[src/hdl/prw_pkg.sv]
// Shared types, constants and helpers of the Prewitt gradient block.
`default_nettype none
package prw_pkg;

  localparam int PIX_W          = 8;
  localparam int CFG_W          = 11;
  localparam int DIFF_W         = 11;
  localparam int CFG_AW         = 3;
  localparam int CFG_DW         = 32;
  localparam int ROW_W          = 11;
  localparam int RES_W          = 21;
  localparam int TOTAL_W        = 2 * CFG_W;

  localparam int MAX_WIDTH_DEF  = 1024;
  localparam int MAX_HEIGHT_DEF = 1024;
  localparam int OUT_DEPTH_DEF  = 4;

  localparam logic [CFG_W-1:0]   WIDTH_RST  = 11'd640;
  localparam logic [CFG_W-1:0]   HEIGHT_RST = 11'd480;
  localparam logic [TOTAL_W-1:0] TOTAL_RST  = 22'd307200;
  localparam logic [ROW_W-1:0]   ROW_SAT    = 11'h7FF;
  localparam logic [PIX_W-1:0]   PIX_MAX    = 8'hFF;

  localparam logic REG_FRAME_WIDTH  = 1'b0;
  localparam logic REG_FRAME_HEIGHT = 1'b1;

  typedef struct packed {
    logic [PIX_W-1:0] grad_x;
    logic [PIX_W-1:0] grad_y;
    logic             frame_end;
  } res_t;

  function automatic logic [PIX_W-1:0] clamp_byte(input logic signed [DIFF_W-1:0] v);
    logic [PIX_W-1:0] r;
    if (v < 0) begin
      r = '0;
    end else if (v > $signed({3'b000, PIX_MAX})) begin
      r = PIX_MAX;
    end else begin
      r = v[PIX_W-1:0];
    end
    return r;
  endfunction

endpackage
`default_nettype wire

[src/hdl/prw_out_fifo.sv]
// Result queue between the gradient pipeline and the output channel.
`default_nettype none
module prw_out_fifo #(
  parameter int DEPTH = prw_pkg::OUT_DEPTH_DEF
) (
  input  wire logic                       clk,
  input  wire logic                       rst_n,
  input  wire logic                       push,
  input  wire prw_pkg::res_t              push_data,
  input  wire logic                       pop,
  output logic                            not_empty,
  output prw_pkg::res_t                   head,
  output logic [$clog2(DEPTH+1)-1:0]      count
);

  localparam int PW = (DEPTH > 1) ? $clog2(DEPTH) : 1;
  localparam int CW = $clog2(DEPTH + 1);

  prw_pkg::res_t    store_r [DEPTH];
  logic [PW-1:0]    wr_ptr_r, wr_ptr_nxt;
  logic [PW-1:0]    rd_ptr_r, rd_ptr_nxt;
  logic [CW-1:0]    count_r, count_nxt;

  always_comb begin
    wr_ptr_nxt = wr_ptr_r;
    rd_ptr_nxt = rd_ptr_r;
    count_nxt  = count_r;
    if (push) begin
      wr_ptr_nxt = (32'(wr_ptr_r) == DEPTH - 1) ? '0 : PW'(32'(wr_ptr_r) + 1);
    end
    if (pop) begin
      rd_ptr_nxt = (32'(rd_ptr_r) == DEPTH - 1) ? '0 : PW'(32'(rd_ptr_r) + 1);
    end
    if (push && !pop) begin
      count_nxt = CW'(32'(count_r) + 1);
    end else if (pop && !push) begin
      count_nxt = CW'(32'(count_r) - 1);
    end
  end

  always_ff @(posedge clk) begin
    if (!rst_n) begin
      wr_ptr_r <= '0;
      rd_ptr_r <= '0;
      count_r  <= '0;
    end else begin
      wr_ptr_r <= wr_ptr_nxt;
      rd_ptr_r <= rd_ptr_nxt;
      count_r  <= count_nxt;
    end
  end

  always_ff @(posedge clk) begin
    if (push) begin
      store_r[wr_ptr_r] <= push_data;
    end
  end

  assign not_empty = (count_r != '0);
  assign head      = store_r[rd_ptr_r];
  assign count     = count_r;

endmodule
`default_nettype wire

[config.mk]
export PLATFORM = sky130hd
export DESIGN_NAME = prw_out_fifo
export DESIGN_NICKNAME = d
export VERILOG_FILES = /design/src/hdl/prw_pkg.sv /design/src/hdl/prw_out_fifo.sv
export SDC_FILE = /design/constraint.sdc
export NUM_CORES = 1
export LEC_CHECK = 0
export ABC_AREA = 1
export BUFFER_PORTS_ARGS = -buffer_cell sky130_fd_sc_hd__buf_4
export CORE_MARGIN = 3
export CORE_UTILIZATION = 40
export DETAILED_ROUTE_END_ITERATION = 8
export PLACE_DENSITY = 0.57
export SYNTH_ARGS = -nofsm -noshare
export SYNTH_HDL_FRONTEND = slang
export SYNTH_SLANG_ARGS = --single-unit
[constraint.sdc]
create_clock -name clk -period 1.6 [get_ports clk]
set_clock_uncertainty 0.2 [all_clocks]
set_input_delay 0.32 -clock clk [delete_from_list [all_inputs] [get_ports clk]]
set_output_delay 0.32 -clock clk [all_outputs]
set_load 0.05 [all_outputs]
==> flow_summary.toml <==
[synthesis]
synth_area_mm2 = 0.003037
synth_cell_types = 21
synth-edff-count = 68
yosysTopAreaCellShare = 0.6724
ys_top_cells_by_area = "edfxtp_1 (67%), dfxtp_1 (5.9%), nor2_1 (5.3%)"
async_flop_share = 0
synth_top_area_cell = "edfxtp_1"
synthCells = 223
syn_nets = 251
ys_ff_latch = 77
synth_common_cells = "edfxtp_1 (68), nor2_1 (43), o22ai_1 (17), inv_1 (14), o21ai_0 (14)"
ys_warn_count = 0
avgSynthCellArea_um2 = 13.62
yosysSeqAreaShare = 0.7318
yosysMostFrequentCell = "edfxtp_1"
synthFlopType = "edfxtp_1"

[drt]
remaining_drc_errors = 0
vias_per_cell = 4.798
ant_nets = 0
dr.pass1.iters = 4
wire_per_inst_um = 15.11
drtIter0Drc = 97
num_vias = 1996
drt-total-wl_um = 6287

[clock_network]
cts_tree = "yes"
clockBufferDepth = 2
clk_latency_ns = 0.34
cts_buffers = 9
cts_num_sinks = 77
htree_levels = 3
clockRootBuffer = "clkbuf_8"
cts.clk_slew.worst_paths_ns = 0.08

[timing]
rsz0062_at_grt = "true"
drv_slew = 0
finalCriticalPeriod_ns = 1.985
fmax_mhz = 503.9
final.setup.tns_ns = -6.304
tightestPinTransition_ns = 0.3261
max_slew_margin = 0.7803
layout_setup_ws_ns = -0.3846
hold-worst-slack_ns = 0.02859
setup_violations = 17
fin_crit_sh = 1.240
hold_violations = 0

[worst_setup_path]
path_max_fanout = 7
path_buf_inv = 4
end_kind = "output port"
crit_family = "buffers and inverters"
rrSetupSlack_ns = 0.09
path_common_cell = "buf_6"
path_class = "reg -> out"
r2r-start = "wr_ptr_r[0]$_SDFFE_PN0P_"
reg2reg_depth = 5
max_stage_delay_ns = 0.37
crit_chain = "buf_6 > clkinv_8 > buf_16 > o21ai_2 > o22ai_4 > buf_6"
worstPathArrival_ns = 1.46
crit_path_top_delay_cell = "dfxtp_4"
critical_path_required_ns = 1.08
r2r-end = "store_r[0][5]$_DFFE_PP_"
crit_path_start_kind = "flip-flop"

[floorplanning]
pin_count = 42
initial_utilization = 0.4164
core_mm2 = 0.007292
die_w_um = 93.13
die_area_mm2 = 0.008673
rows = 31
die_h_um = 93.13

[pwr]
p_leak_nw = 1.686
power.density_mw_per_mm2 = 1069
ir_drop_mv = 0.5468

[layout]
nets = 341
final_cells = 416
area_growth_pct = 51.50
final_util = 0.6309
antenna_cells = 0
drive_gt1_frac = 0.4479
seqCellArea_mm2 = 0.002233
multi_input_area_mm2 = 0.001097
n_fill_cell = 582

[worst_hold_path]
worstHoldPathType = "in -> reg"
min-delay-start = "rst_n"
whs_path_depth = 3
whs_endpoint = "count[2]$_SDFFE_PN0P_"

[place]
gp_congestion = 0.7468
hpwl_um = 3935
portBuffers = 41
place_inst = 383

[flow_run]
max_cap_viol_count = 0

[global_route]
antenna_found_initial = 0
grt_pass1_vias = 2057
grt_max_degree = 18
gr-total-overflow = 0
grt_usage = 0.1617
grt_pass1_wl_um = 10390

[run_status]
status = "finished with violations"
violations = "negative setup slack"
==> how the worst max path moves through the flow <==
stage	depth (start not counted)	slack [ns]	end	startpoint
after detailed placement	6	-0.15	head[12]	flip-flop
after global routing	6	-0.45	head[12]	flip-flop
after global placement	6	-0.12	head[1]	flip-flop
after CTS	6	-0.40	head[16]	flip-flop
final	6	-0.38	head[0]	flip-flop
after floorplan	4	-0.07	head[16]	flip-flop
==> power by group <==
group	total, mW	leakage, nW	switching (mW)	internal, mW
sequential	2.34	0.701	0.0474	2.29
combinational	1.22	0.894	0.710	0.506
clock	1.37	0.0899	0.671	0.695
total	4.92	1.69	1.43	3.49
==> placed cells by master, fill, tap and decap left out, types with 9 or more instances in the layout <==
| cell | instances |
|---|---|
| edfxtp_1 | 68 |
| buf_4 | 39 |
| nor2_1 | 26 |
| buf_6 | 25 |
| dlygate4sd3_1 | 17 |
| o22ai_4 | 16 |
| inv_1 | 14 |
| o21ai_1 | 13 |
| o21ai_4 | 13 |
| nor2_2 | 9 |
| nand2_1 | 9 |
| clkbuf_8 | 9 |
==> per-stage QoR <==
| step | power (mW) | setup WS [ns] | area (µm²) |
|---|---|---|---|
| 2_1_floorplan | 3.069 | -0.07179 | 3267 |
| 3_3_place_gp | 3.397 | -0.1193 | 3879 |
| 3_5_place_dp | 3.405 | -0.1487 | 3879 |
| 4_1_cts | 4.925 | -0.3966 | 4473 |
| 5_1_grt | 5.126 | -0.4537 | 4601 |
| 6_report | 4.919 | -0.3846 | 4601 |
==> registers in the layout, summed over array words and instances (netlist names), named ones only <==
signal,count
count,3
store_r,68
rd_ptr_r,2
wr_ptr_r,2
==> layer usage <==
metal / global-route usage / up-vias / wire, µm
li1: - / 982 / -
met1: 0.2022 / 975 / 2746
met4: 0.06960 / 0 / 109
met5: 0 / - / 0
met2: 0.2675 / 27 / 3243
met3: 0.03942 / 12 / 188
==> what timing repair did <==
| item | CTS | global route |
|---|---|---|
| resized for setup | 65 | 27 |
| pin swaps | 2 | 1 |
| endpoints found under the hold margin | 68 | 0 |
| hold buffers | 17 | 0 |
| endpoints found under the setup margin | 17 | 18 |
| setup buffers | 0 | 0 |
| cloned | 1 | 0 |
==> worst min-delay path: cells and delay by family <==
| family | cells | cell delay [ns] |
|---|---|---|
| buffers and inverters | 1 | 0.13 |
| and+or+nand+nor | 2 | 0.09 |
==> logic make-up (layout without fill, tap and decap cells) <==
group,count (synthesis),in the layout,synth area share
AND/OR/NAND/NOR,56,56,0.07128
buffers and inverters,25,119,0.04944
XOR/XNOR,1,1,0.002885
adder cells (fa/ha/maj),7,7,0.03131
AO/OA/AOI/OAI,57,57,0.1133
flip-flops,77,77,0.7318
==> layout make-up <==
type,count,share of cell area
flip-flops and latches,77,0.4854
multi-input cells,121,0.2385
repair buffers,88,0.1939
clock buffers,9,0.02692
well taps,99,0.02692
inverters,16,0.01632
clock inverters,6,0.01197
No activity file was read; power rests on OpenSTA's default activity.
